--- src/rtl/core/assert_macros.svh ---
// Assertion macros shared by the bounding box table RTL.
// Depends on nothing; included by files that carry concurrent checks.
`ifndef ASSERT_MACROS_SVH
`define ASSERT_MACROS_SVH

// Same-cycle implication, disabled while reset is asserted
`define BBT_ASSERT_IMP(lbl, clk, rst_n, ante, cons, msg) \
	lbl: assert property (@(posedge clk) disable iff (!rst_n) (ante) |-> (cons)) \
		else $error(msg);

// Next-cycle implication, disabled while reset is asserted
`define BBT_ASSERT_NXT(lbl, clk, rst_n, ante, cons, msg) \
	lbl: assert property (@(posedge clk) disable iff (!rst_n) (ante) |=> (cons)) \
		else $error(msg);

`endif

--- src/rtl/core/bbt_pkg.sv ---
// Package for the label bounding box table: field widths, codes, shared types.
// No dependencies; used by every other file of the block but assert_macros.svh.
`default_nettype none

package bbt_pkg;

	// Parameter defaults
	localparam int LABEL_ENTRIES_DEF = 256;
	localparam int COORD_BITS_DEF    = 12;

	// Fixed field widths
	localparam int LABEL_W    = 16;
	localparam int PIX_W      = 12;
	localparam int OFFS_W     = 12;
	localparam int REGION_W   = 13;
	localparam int AREA_W     = 2 * REGION_W;
	localparam int BOX_MIN_W  = 13;
	localparam int BOX_MAX_W  = 14;
	localparam int CFG_IDX_W  = 2;
	localparam int CFG_DATA_W = 13;

	// Register reset values
	localparam logic [REGION_W-1:0] REGION_WIDTH_RST  = 13'd640;
	localparam logic [REGION_W-1:0] REGION_HEIGHT_RST = 13'd480;

	// Item function codes
	typedef enum logic {
		FUNC_PIXEL  = 1'b0,
		FUNC_REPORT = 1'b1
	} func_t;

	// Configuration register indexes
	typedef enum logic [CFG_IDX_W-1:0] {
		REG_X_OFFSET = 2'd0,
		REG_Y_OFFSET = 2'd1,
		REG_WIDTH    = 2'd2,
		REG_HEIGHT   = 2'd3
	} cfg_reg_t;

	// Settings seen by the datapath
	typedef struct packed {
		logic [OFFS_W-1:0] x_off;
		logic [OFFS_W-1:0] y_off;
		logic [AREA_W-1:0] area;
	} cfg_t;

	// Report fields handed from the table stage to the area stage
	typedef struct packed {
		logic [LABEL_W-1:0]   label;
		logic                 seen;
		logic                 out_of_range;
		logic [BOX_MIN_W-1:0] xmin;
		logic [BOX_MAX_W-1:0] xmax;
		logic [BOX_MIN_W-1:0] ymin;
		logic [BOX_MAX_W-1:0] ymax;
	} rpt_t;

endpackage

`default_nettype wire

--- src/rtl/core/bbt_intf.sv ---
// Channel interfaces of the bounding box table: items, results, configuration.
// Depends on bbt_pkg for field widths.
`default_nettype none


// Configuration register writes
interface bbt_cfg_if;
	logic                             valid;
	logic                             ready;
	logic [bbt_pkg::CFG_IDX_W-1:0]    index;
	logic [bbt_pkg::CFG_DATA_W-1:0]   data;

	modport source (output valid, index, data, input ready);
	modport sink   (input valid, index, data, output ready);
endinterface

`default_nettype wire

--- src/rtl/core/bbt_cfg_regs.sv ---
// Region offset and size registers, plus the registered region area.
// Depends on bbt_pkg and bbt_intf (bbt_cfg_if).
`default_nettype none

module bbt_cfg_regs (
	input  wire logic      clk,
	input  wire logic      arst_n,
	bbt_cfg_if.sink        cfg,
	output bbt_pkg::cfg_t  settings
);

	logic [bbt_pkg::OFFS_W-1:0]   x_off_q;
	logic [bbt_pkg::OFFS_W-1:0]   y_off_q;
	logic [bbt_pkg::REGION_W-1:0] width_q;
	logic [bbt_pkg::REGION_W-1:0] height_q;
	logic [bbt_pkg::AREA_W-1:0]   area_q;
	logic                         wr_xfer;

	// Writes are always taken
	assign cfg.ready = 1'b1;
	assign wr_xfer   = cfg.valid && cfg.ready;

	// Register file
	always_ff @(posedge clk or negedge arst_n) begin
		if (!arst_n) begin
			x_off_q  <= '0;
			y_off_q  <= '0;
			width_q  <= bbt_pkg::REGION_WIDTH_RST;
			height_q <= bbt_pkg::REGION_HEIGHT_RST;
		end else if (wr_xfer) begin
			unique case (bbt_pkg::cfg_reg_t'(cfg.index))
				bbt_pkg::REG_X_OFFSET: x_off_q  <= cfg.data[bbt_pkg::OFFS_W-1:0];
				bbt_pkg::REG_Y_OFFSET: y_off_q  <= cfg.data[bbt_pkg::OFFS_W-1:0];
				bbt_pkg::REG_WIDTH:    width_q  <= cfg.data[bbt_pkg::REGION_W-1:0];
				bbt_pkg::REG_HEIGHT:   height_q <= cfg.data[bbt_pkg::REGION_W-1:0];
				default: ;
			endcase
		end
	end

	// Region area, registered from the size registers
	always_ff @(posedge clk) begin
		area_q <= bbt_pkg::AREA_W'(width_q) * bbt_pkg::AREA_W'(height_q);
	end

	assign settings.x_off = x_off_q;
	assign settings.y_off = y_off_q;
	assign settings.area  = area_q;

endmodule

`default_nettype wire

--- src/flat_wrapper.sv ---
// flat-port wrapper written by rule: the top's interface ports become plain ports
module bbt_cfg_regs_flat 
  (clk, arst_n, settings, cfg_valid, cfg_index, cfg_data, cfg_ready);
  bbt_cfg_if cfg_i ();
  input  wire logic clk;
  input  wire logic arst_n;
  output bbt_pkg::cfg_t settings;
  input wire logic [$bits(cfg_i.valid)-1:0] cfg_valid;
  input wire logic [$bits(cfg_i.index)-1:0] cfg_index;
  input wire logic [$bits(cfg_i.data)-1:0] cfg_data;
  output wire logic [$bits(cfg_i.ready)-1:0] cfg_ready;
  assign cfg_i.valid = cfg_valid;
  assign cfg_i.index = cfg_index;
  assign cfg_i.data = cfg_data;
  assign cfg_ready = cfg_i.ready;
  bbt_cfg_regs u_core (.clk(clk), .arst_n(arst_n), .cfg(cfg_i), .settings(settings));
endmodule
--- config.mk ---
export PLATFORM = sky130hd
export DESIGN_NAME = bbt_cfg_regs_flat
export DESIGN_NICKNAME = d
export VERILOG_FILES = /design/src/rtl/core/assert_macros.svh /design/src/rtl/core/bbt_pkg.sv /design/src/rtl/core/bbt_intf.sv /design/src/rtl/core/bbt_cfg_regs.sv /design/src/flat_wrapper.sv
export SDC_FILE = /design/constraint.sdc
export NUM_CORES = 1
export LEC_CHECK = 0
export BUFFER_PORTS_ARGS = -buffer_cell sky130_fd_sc_hd__buf_2
export CAP_MARGIN = 20
export CORE_MARGIN = 1.5
export CORE_UTILIZATION = 55
export CTS_CLUSTER_DIAMETER = 30
export CTS_CLUSTER_SIZE = 10
export DETAILED_ROUTE_END_ITERATION = 7
export MAX_ROUTING_LAYER = met4
export PLACE_DENSITY = 0.74
export SYNTH_ARGS = -nofsm -noshare
export SYNTH_HDL_FRONTEND = slang
export SYNTH_SLANG_ARGS = --single-unit
--- constraint.sdc ---
create_clock -name clk -period 10.7 [get_ports clk]
set_clock_uncertainty 0.15 [all_clocks]
set_input_delay 2.14 -clock clk [delete_from_list [all_inputs] [get_ports clk]]
set_output_delay 2.14 -clock clk [all_outputs]
set_load 0.03 [all_outputs]
==> metrics.txt <==
outcome completed; RSZ-0062 raised after global routing false; Yosys reg bits 76; largest net degree at the start of global routing 51; die width 125 µm; Yosys warning count 0; dpl cells 1,036; Worst Hold Class reg2reg; crit path cell chain and2_1 -> fa_1 -> inv_1 -> fa_1 -> inv_1 -> fa_1 -> fa_1 -> inv_1 -> fa_1 -> inv_1 -> ha_1 -> and3_1 -> a221oi_2 -> o21ai_1 -> a211oi_1 -> o21ai_1 -> xor2_1; Synth area leader fa_1; WP buf/inv 4; dpl hpwl 12,800 µm; Max FO, Critical Path 14; final-report hold violation count 0; DR DRC count 0; CTS root buf clkbuf_16; Synth top area share 0.296; Die ar. 15,600 µm²; Critical Path RT 10.80 ns; final setup vio count 0; GPL Wtd Cong 0.884; most frequent cell after synthesis inv_1; row cnt 44; via/cell ratio 5.30; Rel. slew slack 0.528; max frequency 0.174 GHz; ANT nets after route 0; first-pass GRT wire length 27,500 µm; total setup buffers inserted after CTS 0; total number of vias 5,576; Die Ht 125 µm; Layout area overhead 8.30%; Max Root-Sink Buffers 2; Syn Area/Cell 9.97 µm²; DR WL met2 8420 µm; EDFF count, synth 0; Synth Instances 822; Seq/Total Area, Yosys 0.217; measured slew at the worst slew-check pin 0.705 ns; vias in the first global route 5,776; Clock Pin Slew Worst Setup and Hold Paths 0.07 ns; n_diodes 0; met1 WL 6540 µm; drt pass-1 iters 6; highest metal used met4; syn_nets 1,032; worst skew pair latency 0.35 ns; post-CTS resize count 0; Synth cell types 53; Fin Setup TNS 0 ns; most used cell, CP fa_1; Starting Density 0.564; total wire length 16,100 µm; MaxCap Viol Count 0; share of cells above drive strength 1 0.170; Area contributors post-synth fa_1 30%, dfrtp_1 13%, ha_1 11%; H-tree Lvls 3; Layout Cells excl Fill 1,053; main flop type after synthesis dfrtp_1; CTS tree yes; slowest cell delay on critical path 0.55 ns; io pins 69; gr ovfl total 0; Critical Path Source Type flip-flop; Port Buffers 67; GRT Overall Usage 0.226; top cells by count, synth 173 x inv_1, 121 x fa_1, 93 x nand2_1, 85 x and2_1, 71 x ha_1; # clock sinks 76; wire length on met3 672 µm; TritonCTS Buffers 9; Post-CTS Hold Buffers 0; number of antenna violations at the first check in global routing 0; Arr. time, crit path 5.84 ns; cell area after synthesis 8200 µm²; Setup crit end kind flip-flop; wire per inst 15.2 µm; drt initial violations 247; CP top delay family adder cells; final period utilization 0.537; Layout Nets 1,074; Crit Path Category reg2reg; CP max-delay cell fa_1; Async S/R FF share, synth 0.658; post-layout min period 5.74 ns; Final Max Tran Viols 0; Core Region 14,500 µm²
==> placed cells by master, fill, tap and decap left out, types with 11 or more instances in the layout <==
cell type	synthesis	layout
a21o_1	11	11
a21oi_1	14	14
and2_1	85	85
buf_2	0	67
dfrtp_1	44	44
dfxtp_1	26	26
fa_1	121	121
ha_1	71	71
inv_1	173	173
mux2_2	50	50
nand2_1	93	93
xnor2_1	15	15
==> sequential cells by signal (all words and copies together) (netlist names) <==
| signal | cells |
|---|---|
| u_core.height_q | 13 |
| u_core.x_off_q | 12 |
| u_core.width_q | 13 |
| u_core.y_off_q | 12 |
| u_core.area_q | 26 |
==> cell families (layout without fill, tap and decap cells) <==
kind of cell / count (synthesis) / in the layout / share of synthesized area
compound gates: 62 / 62 / 0.0536
xor+xnor: 23 / 23 / 0.0246
mux: 51 / 51 / 0.0699
other cells: 1 / 1 / 0.000458
flops: 76 / 76 / 0.217
simple gates: 206 / 206 / 0.127
fa+ha+maj: 192 / 192 / 0.404
buf+inv: 211 / 258 / 0.103
==> stage by stage <==
stage | hold WS (ns) | util | worst slack (ns) | area, µm²
global placement | 0.333 | 0.590 | 5.14 | 8570
global route | 0.369 | 0.611 | 4.74 | 8880
floorplan | 0.344 | - | 5.44 | 8200
finish | 0.348 | 0.611 | 4.96 | 8880
CTS | 0.352 | 0.609 | 5.00 | 8860
detailed placement | 0.339 | 0.590 | 5.05 | 8570
==> worst reg2reg max path, stage by stage, from the launching register on <==
cell and delay, ns:
dfrtp_1 0.54, and2_1 0.24, fa_1 0.54, inv_1 0.05, fa_1 0.47, inv_1 0.05, fa_1 0.51, fa_1 0.56
inv_1 0.05, fa_1 0.47, inv_1 0.04, ha_1 0.39, and3_1 0.24, a221oi_2 0.37, o21ai_1 0.18, a211oi_1 0.47
o21ai_1 0.16, xor2_1 0.15
==> final timing paths <==
check | startpoint | to | slack [ns] | cells after the start
max | u_core.width_q[8] | u_core.area_q[24] | 4.96 | 17
min | u_core.y_off_q[6] | u_core.y_off_q[6] | 0.35 | 1
max reg2reg | u_core.width_q[8] | u_core.area_q[24] | 4.96 | 17
min reg2reg | u_core.y_off_q[6] | u_core.y_off_q[6] | 0.35 | 1
max in group asynchronous | arst_n | u_core.height_q[6] | 8.38 | 2
min in group asynchronous | arst_n | u_core.y_off_q[1] | 1.49 | 1
==> metal layers <==
metal,vias up,GRT usage
met3,29,0.0407
met2,112,0.375
met5,-,-
met4,0,0.0809
li1,2597,-
met1,2838,0.278
==> final cells by class <==
cell class	instances	area (µm²)
Fill cell	1246	5660
Multi-Input combinational cell	535	5570
Sequential cell	76	1780
Inverter	173	649
Timing Repair Buffer	69	363
Tap cell	184	230
Clock buffer	9	225
Clock inverter	7	57.6
Power is not shown: default switching activity piles up to over one toggle a cycle in this logic, so the estimate is an artifact.
