$ cat src/rtl/core/assert_macros.svh
// Assertion macros shared by the bounding box table RTL.
// Depends on nothing; included by files that carry concurrent checks.
`ifndef ASSERT_MACROS_SVH
`define ASSERT_MACROS_SVH

// Same-cycle implication, disabled while reset is asserted
`define BBT_ASSERT_IMP(lbl, clk, rst_n, ante, cons, msg) \
	lbl: assert property (@(posedge clk) disable iff (!rst_n) (ante) |-> (cons)) \
		else $error(msg);

// Next-cycle implication, disabled while reset is asserted
`define BBT_ASSERT_NXT(lbl, clk, rst_n, ante, cons, msg) \
	lbl: assert property (@(posedge clk) disable iff (!rst_n) (ante) |=> (cons)) \
		else $error(msg);

`endif

$ cat src/rtl/core/bbt_pkg.sv
// Package for the label bounding box table: field widths, codes, shared types.
// No dependencies; used by every other file of the block but assert_macros.svh.
`default_nettype none

package bbt_pkg;

	// Parameter defaults
	localparam int LABEL_ENTRIES_DEF = 256;
	localparam int COORD_BITS_DEF    = 12;

	// Fixed field widths
	localparam int LABEL_W    = 16;
	localparam int PIX_W      = 12;
	localparam int OFFS_W     = 12;
	localparam int REGION_W   = 13;
	localparam int AREA_W     = 2 * REGION_W;
	localparam int BOX_MIN_W  = 13;
	localparam int BOX_MAX_W  = 14;
	localparam int CFG_IDX_W  = 2;
	localparam int CFG_DATA_W = 13;

	// Register reset values
	localparam logic [REGION_W-1:0] REGION_WIDTH_RST  = 13'd640;
	localparam logic [REGION_W-1:0] REGION_HEIGHT_RST = 13'd480;

	// Item function codes
	typedef enum logic {
		FUNC_PIXEL  = 1'b0,
		FUNC_REPORT = 1'b1
	} func_t;

	// Configuration register indexes
	typedef enum logic [CFG_IDX_W-1:0] {
		REG_X_OFFSET = 2'd0,
		REG_Y_OFFSET = 2'd1,
		REG_WIDTH    = 2'd2,
		REG_HEIGHT   = 2'd3
	} cfg_reg_t;

	// Settings seen by the datapath
	typedef struct packed {
		logic [OFFS_W-1:0] x_off;
		logic [OFFS_W-1:0] y_off;
		logic [AREA_W-1:0] area;
	} cfg_t;

	// Report fields handed from the table stage to the area stage
	typedef struct packed {
		logic [LABEL_W-1:0]   label;
		logic                 seen;
		logic                 out_of_range;
		logic [BOX_MIN_W-1:0] xmin;
		logic [BOX_MAX_W-1:0] xmax;
		logic [BOX_MIN_W-1:0] ymin;
		logic [BOX_MAX_W-1:0] ymax;
	} rpt_t;

endpackage

`default_nettype wire

$ cat src/rtl/core/bbt_intf.sv
// Channel interfaces of the bounding box table: items, results, configuration.
// Depends on bbt_pkg for field widths.
`default_nettype none


// Result items: one per report
interface bbt_result_if;
	logic                           valid;
	logic                           ready;
	logic [bbt_pkg::LABEL_W-1:0]    report_label;
	logic                           seen;
	logic                           kept;
	logic                           out_of_range;
	logic [bbt_pkg::BOX_MIN_W-1:0]  box_xmin;
	logic [bbt_pkg::BOX_MAX_W-1:0]  box_xmax;
	logic [bbt_pkg::BOX_MIN_W-1:0]  box_ymin;
	logic [bbt_pkg::BOX_MAX_W-1:0]  box_ymax;

	modport source (output valid, report_label, seen, kept, out_of_range,
		box_xmin, box_xmax, box_ymin, box_ymax, input ready);
	modport sink   (input valid, report_label, seen, kept, out_of_range,
		box_xmin, box_xmax, box_ymin, box_ymax, output ready);
endinterface


`default_nettype wire

$ cat src/rtl/core/bbt_area_check.sv
// Report stage: box area test against the region area, and the result register.
// Depends on bbt_pkg, bbt_intf (bbt_result_if) and assert_macros.svh.
`default_nettype none
`include "assert_macros.svh"

module bbt_area_check #(
	parameter int COORD_BITS = bbt_pkg::COORD_BITS_DEF
) (
	input  wire logic                        clk,
	input  wire logic                        arst_n,
	input  wire logic                        push,
	input  wire bbt_pkg::rpt_t               rpt,
	input  wire logic [COORD_BITS:0]         box_w,
	input  wire logic [COORD_BITS:0]         box_h,
	input  wire logic [bbt_pkg::AREA_W-1:0]  area,
	output logic                             s2_ready,
	bbt_result_if.source                     results
);

	localparam int DIM_W  = COORD_BITS + 1;
	localparam int PROD_W = 2 * DIM_W;
	localparam int CMP_W  = (PROD_W + 1 > bbt_pkg::AREA_W) ? PROD_W + 1 : bbt_pkg::AREA_W;

	logic                s2_valid_q;
	bbt_pkg::rpt_t       rpt_s2;
	logic [DIM_W-1:0]    w_s2;
	logic [DIM_W-1:0]    h_s2;
	logic [PROD_W-1:0]   box_area;
	logic [CMP_W-1:0]    twice_area;
	logic [CMP_W-1:0]    region_area;
	logic                kept;
	logic                s2_move;
	logic                out_valid_q;
	bbt_pkg::rpt_t       out_q;
	logic                kept_q;

	// Box area and the keep decision
	assign box_area    = PROD_W'(w_s2) * PROD_W'(h_s2);
	assign twice_area  = CMP_W'({box_area, 1'b0});
	assign region_area = CMP_W'(area);
	assign kept        = rpt_s2.seen && !(twice_area > region_area);

	// Stage handshake
	assign s2_move  = s2_valid_q && (!out_valid_q || results.ready);
	assign s2_ready = !s2_valid_q || s2_move;

	always_ff @(posedge clk or negedge arst_n) begin
		if (!arst_n) begin
			s2_valid_q <= 1'b0;
		end else if (s2_ready) begin
			s2_valid_q <= push;
		end
	end

	always_ff @(posedge clk) begin
		if (s2_ready && push) begin
			rpt_s2 <= rpt;
			w_s2   <= box_w;
			h_s2   <= box_h;
		end
	end

	// Result register
	always_ff @(posedge clk or negedge arst_n) begin
		if (!arst_n) begin
			out_valid_q <= 1'b0;
		end else if (s2_move) begin
			out_valid_q <= 1'b1;
		end else if (results.ready) begin
			out_valid_q <= 1'b0;
		end
	end

	always_ff @(posedge clk) begin
		if (s2_move) begin
			out_q  <= rpt_s2;
			kept_q <= kept;
		end
	end

	assign results.valid        = out_valid_q;
	assign results.report_label = out_q.label;
	assign results.seen         = out_q.seen;
	assign results.kept         = kept_q;
	assign results.out_of_range = out_q.out_of_range;
	assign results.box_xmin     = out_q.xmin;
	assign results.box_xmax     = out_q.xmax;
	assign results.box_ymin     = out_q.ymin;
	assign results.box_ymax     = out_q.ymax;

	// Checks
	`BBT_ASSERT_NXT(a_s2_hold, clk, arst_n, s2_valid_q && !s2_move, s2_valid_q, "report lost in area stage")
	`BBT_ASSERT_IMP(a_kept_seen, clk, arst_n, results.valid && results.kept, results.seen, "kept without seen")

endmodule

`default_nettype wire

$ cat src/flat_wrapper.sv
// flat-port wrapper written by rule: the top's interface ports become plain ports
module bbt_area_check_flat 
#(
	parameter int COORD_BITS = bbt_pkg::COORD_BITS_DEF
)
  (clk, arst_n, push, rpt, box_w, box_h, area, s2_ready, results_valid, results_report_label, results_seen, results_kept, results_out_of_range, results_box_xmin, results_box_xmax, results_box_ymin, results_box_ymax, results_ready);
  bbt_result_if results_i ();
  input  wire logic clk;
  input  wire logic arst_n;
  input  wire logic push;
  input  wire bbt_pkg::rpt_t rpt;
  input  wire logic [COORD_BITS:0] box_w;
  input  wire logic [COORD_BITS:0] box_h;
  input  wire logic [bbt_pkg::AREA_W-1:0] area;
  output logic s2_ready;
  output wire logic [$bits(results_i.valid)-1:0] results_valid;
  output wire logic [$bits(results_i.report_label)-1:0] results_report_label;
  output wire logic [$bits(results_i.seen)-1:0] results_seen;
  output wire logic [$bits(results_i.kept)-1:0] results_kept;
  output wire logic [$bits(results_i.out_of_range)-1:0] results_out_of_range;
  output wire logic [$bits(results_i.box_xmin)-1:0] results_box_xmin;
  output wire logic [$bits(results_i.box_xmax)-1:0] results_box_xmax;
  output wire logic [$bits(results_i.box_ymin)-1:0] results_box_ymin;
  output wire logic [$bits(results_i.box_ymax)-1:0] results_box_ymax;
  input wire logic [$bits(results_i.ready)-1:0] results_ready;
  assign results_valid = results_i.valid;
  assign results_report_label = results_i.report_label;
  assign results_seen = results_i.seen;
  assign results_kept = results_i.kept;
  assign results_out_of_range = results_i.out_of_range;
  assign results_box_xmin = results_i.box_xmin;
  assign results_box_xmax = results_i.box_xmax;
  assign results_box_ymin = results_i.box_ymin;
  assign results_box_ymax = results_i.box_ymax;
  assign results_i.ready = results_ready;
  bbt_area_check #(.COORD_BITS(COORD_BITS)) u_core (.clk(clk), .arst_n(arst_n), .push(push), .rpt(rpt), .box_w(box_w), .box_h(box_h), .area(area), .s2_ready(s2_ready), .results(results_i));
endmodule
$ cat config.mk
export PLATFORM = sky130hd
export DESIGN_NAME = bbt_area_check_flat
export DESIGN_NICKNAME = d
export VERILOG_FILES = /design/src/rtl/core/bbt_pkg.sv /design/src/rtl/core/bbt_intf.sv /design/src/rtl/core/bbt_area_check.sv /design/src/flat_wrapper.sv
export VERILOG_INCLUDE_DIRS = /design/src /design/src/rtl/core
export SDC_FILE = /design/constraint.sdc
export NUM_CORES = 1
export LEC_CHECK = 0
export ABC_AREA = 1
export BUFFER_PORTS_ARGS = -buffer_cell sky130_fd_sc_hd__buf_2
export CORE_MARGIN = 10
export CORE_UTILIZATION = 30
export CTS_BUF_LIST = sky130_fd_sc_hd__clkbuf_4 sky130_fd_sc_hd__clkbuf_8
export DETAILED_ROUTE_END_ITERATION = 8
export GPL_TIMING_DRIVEN = 0
export PLACE_DENSITY = 0.6
export SLEW_MARGIN = 30
export SYNTH_ARGS = -nofsm -noshare
export SYNTH_HDL_FRONTEND = slang
export SYNTH_SLANG_ARGS = --single-unit
$ cat constraint.sdc
create_clock -name clk -period 18.3 [get_ports clk]
set_clock_uncertainty 0.15 [all_clocks]
set_input_delay 2.745 -clock clk [delete_from_list [all_inputs] [get_ports clk]]
set_output_delay 2.745 -clock clk [all_outputs]
set_load 0.02 [all_outputs]
==> impl_metrics.yaml, run 1 <==
power_and_ir_drop:
  ir_drop_mv: 0.146
  p_leak_nw: 7.10
  power_density_nw_per_um2: 178
yosys:
  ys_seq_area_share_pct: 43.9
  yosys_warnings: 0
  ys_ff_latch: 173
  post-synth-top-count-cell: "inv_1"
  synthTopCellsByArea: "edfxtp_1 44%, fa_1 21%, ha_1 10%"
  synth-async-reset-ratio_pct: 1.16
  synth_edf_count: 171
  netlist_top_cells_count: "303 x inv_1, 239 x nand2_1, 171 x edfxtp_1"
  syn_inst: 1097
  avgSynthCellArea_um2: 10.8
  yosysUniqueCellTypes: 36
  syn_area_um2: 11800
  synth_ff_type: "edfxtp_1"
  synth_top_area_share_pct: 43.5
  synth_area_leader_cell: "edfxtp_1"
  syn_nets: 1442
worst_setup_path:
  critPathLaunchType: "flop"
  crit_buf_inv: 5
  critPathRequiredTime_ns: 18.51
  slowest_delay_ns: 0.60
  cp-end-kind: "flop"
  cp_max_fo: 10
  arrival_ns: 7.14
  worstSetupPathType: "reg -> reg"
  crit_path_top_delay_cell: "edfxtp_1"
  crit_family: "adder cells"
final_layout:
  num-fill-cells: 3947
  fin_nets: 1668
  drive_gt1_share_pct: 19.9
  area_growth_pct: 18.0
route:
  wl_per_cell_um: 15.5
  drc: 0
  viasPerCell: 4.17
  vias: 7732
  routed_wl_um: 28700
  postRouteAntennaNets: 0
  first_pass_iters: 5
  drt_iter0_markers: 242
global_route:
  grt_pass1_vias: 8446
  grt_pass1_wl_um: 45600
  track_usage_pct: 12.5
  overflow: 0
  grt_max_degree: 51
  antenna_found_initial: 14
clock_network:
  hold_buffers: 0
  cts_resized: 0
  tritoncts: "done"
  cts_setup_buffers: 0
  clockBufferDepth: 2
  cts.clk_slew.worst_paths_ns: 0.10
  clock_tree.root_cell: "clkbuf_8"
  numCtsBuffers: 17
  insertion_delay_ns: 0.48
  cts_sinks: 173
  htree_levels: 4
timing:
  setup_viol: 0
  hold_viol: 0
  period_share_pct: 37.9
  maxSlewHeadroom_pct: 56.5
  worst_slew_pin_slew_ns: 0.653
  worst_hold_slack_ns: 0.258
  slew_violations: 0
  grt_setup_unrepaired: "no"
  tns_ns: 0
  fin_crit_ns: 6.93
  fmax_mhz: 144
  setup_ws_ns: 11.37
placement:
  io_buffers: 202
  hpwl_um: 24000
  gp_congestion: 0.851
  dpl_worst_slack_ns: 11.28
floorplanning:
  fp-row-count: 72
  fp.dieH_um: 218
  pin_count: 203
  dieArea_um2: 47700
  initial_core_util_pct: 30.5
  die_w_um: 218
  coreArea_um2: 38700
min_path:
  hold_path.class: "reg -> reg"
job:
  maxCapViolations: 0
status:
  outcome: "finished clean"
-- cell families (layout without fill, tap and decap cells) --
family / count (synthesis) / in the layout / share of synthesized area [%]
AO/OA/AOI/OAI: 55 / 55 / 2.86
XOR/XNOR: 20 / 20 / 1.48
adder cells (fa/ha/maj): 217 / 217 / 30.7
buffers and inverters: 332 / 568 / 10.6
flip-flops: 173 / 173 / 43.9
other: 0 / 3 / 0
AND/OR/NAND/NOR: 300 / 300 / 10.5
-- layer usage --
metal,vias to the layer above,GRT usage (%),wire length (µm),part of all wire [%]
li1,3811,-,-,-
met1,3578,14.4,11800,41
met2,270,19.0,12600,44
met3,51,7.35,3610,13
met4,22,4.00,512,1.8
met5,-,0,151,0.53
-- power breakdown --
group	switching, mW	leakage [nW]	internal (mW)
combinational	1.06	5.26	0.684
clock	0.137	0.174	0.108
sequential	0.0138	1.66	0.478
total	1.21	7.10	1.27
-- layout make-up --
type | instances | area [µm²] | share of cell area [%]
multi-input combinational | 592 | 5380 | 38.6
sequential | 173 | 5180 | 37.2
inverter | 306 | 1150 | 8.28
timing repair buffer | 207 | 1110 | 7.97
tap | 518 | 648 | 4.65
clock buffer | 19 | 249 | 1.79
buffer | 26 | 97.6 | 0.700
clock inverter | 10 | 96.3 | 0.692
antenna | 3 | 7.51 | 0.0539
-- cell usage in the layout, fill, tap and decap left out, drive strengths merged, types with 3 or more instances in the layout --
cell / netlist / final
edfxtp: 171 / 171
nor3: 3 / 3
buf: 0 / 207
nand2: 248 / 248
clkbuf: 26 / 45
fa: 121 / 121
diode: 0 / 3
nand3: 17 / 17
xor2: 13 / 13
clkinv: 0 / 6
ha: 96 / 96
o21ai: 9 / 9
xnor2: 7 / 7
nand4: 6 / 6
nor2: 23 / 23
o21bai: 4 / 4
inv: 306 / 307
a21oi: 30 / 30
-- sequential cells by signal, indices dropped and copies added, names as in the netlist --
name,count
u_core.results.seen,1
u_core.results.box_xmax,14
u_core.s2_valid_q,1
u_core.results.kept,1
u_core.results.box_ymin,13
u_core.h_s2,13
u_core.results.box_xmin,13
u_core.results.report_label,16
u_core.results.box_ymax,14
u_core.w_s2,13
u_core.results.out_of_range,1
u_core.results.valid,1
u_core.rpt_s2,72
-- metrics by stage --
stage / instance area [µm²] / utilization (%) / std cells / total power, mW
6_report: 13900 / 36.0 / 1854 / 2.48
5_1_grt: 13900 / 36.0 / 1852 / 2.80
4_1_cts: 13900 / 35.9 / 1851 / 2.53
3_5_place_dp: 13600 / 35.1 / 1822 / 2.27
3_3_place_gp: 13500 / 34.8 / 1817 / 2.23
2_1_floorplan: 11800 / - / 1097 / 1.86
-- path summary, 6_finish.rpt --
path,startpoint,slack [ns],depth (start not counted),end
worst max-delay path,u_core.h_s2[6],11.37,26,u_core.results.kept
worst min-delay path,u_core.rpt_s2[24],0.26,0,u_core.results.box_ymin[10]
worst max register to register,u_core.h_s2[6],11.37,26,u_core.results.kept
worst min register to register,u_core.rpt_s2[24],0.26,0,u_core.results.box_ymin[10]
max in group asynchronous,arst_n,16.02,1,u_core.s2_valid_q
min in group asynchronous,arst_n,1.88,1,u_core.results.valid
No activity file was read; power rests on OpenSTA's default activity.
==> run 2: changes to the inputs <==
- PLACE_DENSITY: 0.6 -> 0.62
- clock period: 18.3 -> 6.1 ns (I/O delays scaled with it)
==> run 2 against run 1 <==
The run now ends with negative setup slack left. Final area grew 8.4%. Highest routed layer unchanged. Worst setup slack got worse by 11 ns. Flip-flop and latch count stayed put. Sequential share of layout area down 2.9 points. Non-clock buffer count up 61. Critical endpoint unchanged. Critical path type unchanged. Via count rose by 4.7%. Die area stayed put. Sequential power rose to 3.0 times the previous value. Clock power grew to 3.3 times the previous value. Register-to-register slack lost 11 ns. Global-route usage grew 0.28 points.
==> impl_metrics.yaml, run 2 (synthesis gave the netlist of run 1 again) <==
route:
  wl_per_cell_um: 15.6
  routed_wl_um: 29900
  first_pass_iters: 5
  postRouteAntennaNets: 0
  drc: 0
  viasPerCell: 4.22
  drt_iter0_markers: 331
  vias: 8097
timing:
  fmax_mhz: 161
  period_share_pct: 102
  fin_crit_ns: 6.20
  slew_violations: 0
  grt_setup_unrepaired: "yes"
  worst_slew_pin_slew_ns: 0.478
  setup_ws_ns: -0.100
  hold_viol: 0
  maxSlewHeadroom_pct: 68.1
  setup_viol: 1
floorplanning:
  pin_count: 203
  dieArea_um2: 47700
  initial_core_util_pct: 30.5
  coreArea_um2: 38700
  die_w_um: 218
  fp.dieH_um: 218
  fp-row-count: 72
global_route:
  antenna_found_initial: 14
  overflow: 0
  track_usage_pct: 12.8
  grt_pass1_vias: 8700
  grt_max_degree: 53
  grt_pass1_wl_um: 47300
worst_setup_path:
  r2r_start: "u_core.w_s2[7]"
  startpoint: "u_core.w_s2[7]"
  crit_buf_inv: 7
  critPathRequiredTime_ns: 6.18
  cp-end-kind: "flop"
  arrival_ns: 6.28
  reg2reg_slack_ns: -0.10
  r2r_cells: 26
  critPathLaunchType: "flop"
  cp_max_fo: 4
  slowest_delay_ns: 0.56
  crit_path_top_delay_cell: "fa_1"
  critical_path_depth: 26
  r2r-end: "u_core.results.kept"
  crit_path_frequent_cell: "fa_1"
  crit_family: "adder cells"
  crit_end: "u_core.results.kept"
  worstSetupPathType: "reg -> reg"
final_layout:
  area_growth_pct: 28.0
  final_cells: 1918
  layout.cells.most_common: "inv_1"
  final_area_um2: 15100
  drive_gt1_share_pct: 29.3
  fin_nets: 1729
  layout_common_cells: "293 x inv_1, 228 x nand2_1, 202 x buf_2"
  regMostFlops: "u_core.rpt_s2"
  largest_register_ffs: 72
clock_network:
  tritoncts: "done"
  cts.clk_slew.worst_paths_ns: 0.09
  numCtsBuffers: 17
  clock_tree.root_cell: "clkbuf_8"
  cts_sinks: 173
  htree_levels: 4
  insertion_delay_ns: 0.47
  clockBufferDepth: 2
power_and_ir_drop:
  p_total_mw: 9.31
  power_density_nw_per_um2: 616
  ir_drop_mv: 0.551
  p_leak_nw: 7.61
status:
  outcome: "complete, but fails checks"
  violations: "negative setup slack"
job:
  maxCapViolations: 0
placement:
  io_buffers: 202
  hpwl_um: 23900
  gp_congestion: 0.854
  dpl.cell_count: 1822
  placed_area_um2: 13600
min_path:
  hold_path.class: "reg -> reg"
run 2: cell types whose count changed in the layout (fill, tap and decap cells not counted), moves of 5 or more:
cell	delta
inv_2	+9
clkbuf_8	+17
ha_1	-16
buf_4	+56
inv_1	-9
nand2_1	-11
clkbuf_1	-25
clkbuf_4	+5
ha_4	+16
nand2_2	+9
run 2: report_power, final:
part           switching, mW  internal (mW)
combinational           3.99           3.05
sequential            0.0360           1.43
clock                  0.425          0.377
run 2: final cells by class:
class                           count  area, µm²
Clock buffer                       18        241
Timing Repair Buffer              268       1590
Fill cell                        3765      23600
Buffer                             26        323
Tap cell                          518        648
Inverter                          306       1150
Multi-Input combinational cell    592       5810
Sequential cell                   173       5180
Clock inverter                     14        156
Antenna cell                        3       7.51
run 2: worst min path at each step:
stage	from	end	slack (ns)	cells after the start
2_1_floorplan	u_core.rpt_s2[27]	u_core.results.box_xmax[0]	0.25	0
3_3_place_gp	u_core.rpt_s2[39]	u_core.results.box_xmax[12]	0.25	0
3_5_place_dp	u_core.rpt_s2[37]	u_core.results.box_xmax[10]	0.25	0
4_1_cts	u_core.rpt_s2[51]	u_core.results.box_xmin[10]	0.27	0
5_1_grt	u_core.rpt_s2[51]	u_core.results.box_xmin[10]	0.27	0
6_report	u_core.rpt_s2[51]	u_core.results.box_xmin[10]	0.27	0
run 2: per-layer routing:
metal	vias up	global-route usage [%]	wire, µm
met5	-	0	159
met4	24	3.31	471
met3	53	6.70	3570
met2	291	20.1	13400
met1	3796	14.9	12300
li1	3933	-	-
run 2: timing repair:
action,in CTS,in global routing
gates resized for setup,135,17
hold buffers,1,0
endpoints found under the hold margin,2,0
setup buffers,56,3
setup endpoints to repair,1,1
pin swaps,73,26
cloned,1,0
run 2: worst reg2reg max path: stages, from the launching register on:
cell and delay, ns:
edfxtp_1 0.42, buf_4 0.15, buf_4 0.15, nand2_1 0.08, fa_1 0.40, fa_1 0.55
inv_1 0.06, fa_1 0.51, fa_1 0.56, inv_1 0.06, fa_1 0.54, inv_1 0.07
ha_4 0.27, a21oi_2 0.16, o21a_1 0.18, o21ai_4 0.08, a31oi_4 0.18, o21bai_2 0.10
buf_4 0.14, xor2_2 0.14, ha_1 0.30, nand2_1 0.05, o21a_1 0.20, o311ai_2 0.22
inv_1 0.08, nand2_2 0.10, a21oi_4 0.07
run 2: metrics by stage:
stage | setup TNS, ns | hold slack [ns] | util [%] | setup WS (ns)
6_report | -0.100 | 0.265 | 39.0 | -0.100
5_1_grt | -0.416 | 0.275 | 39.0 | -0.416
4_1_cts | -0.128 | 0.268 | 38.7 | -0.128
3_5_place_dp | -1.01 | 0.255 | 35.1 | -1.01
3_3_place_gp | -58.31 | 0.250 | 34.8 | -1.02
2_1_floorplan | 0 | 0.250 | - | 0.0102
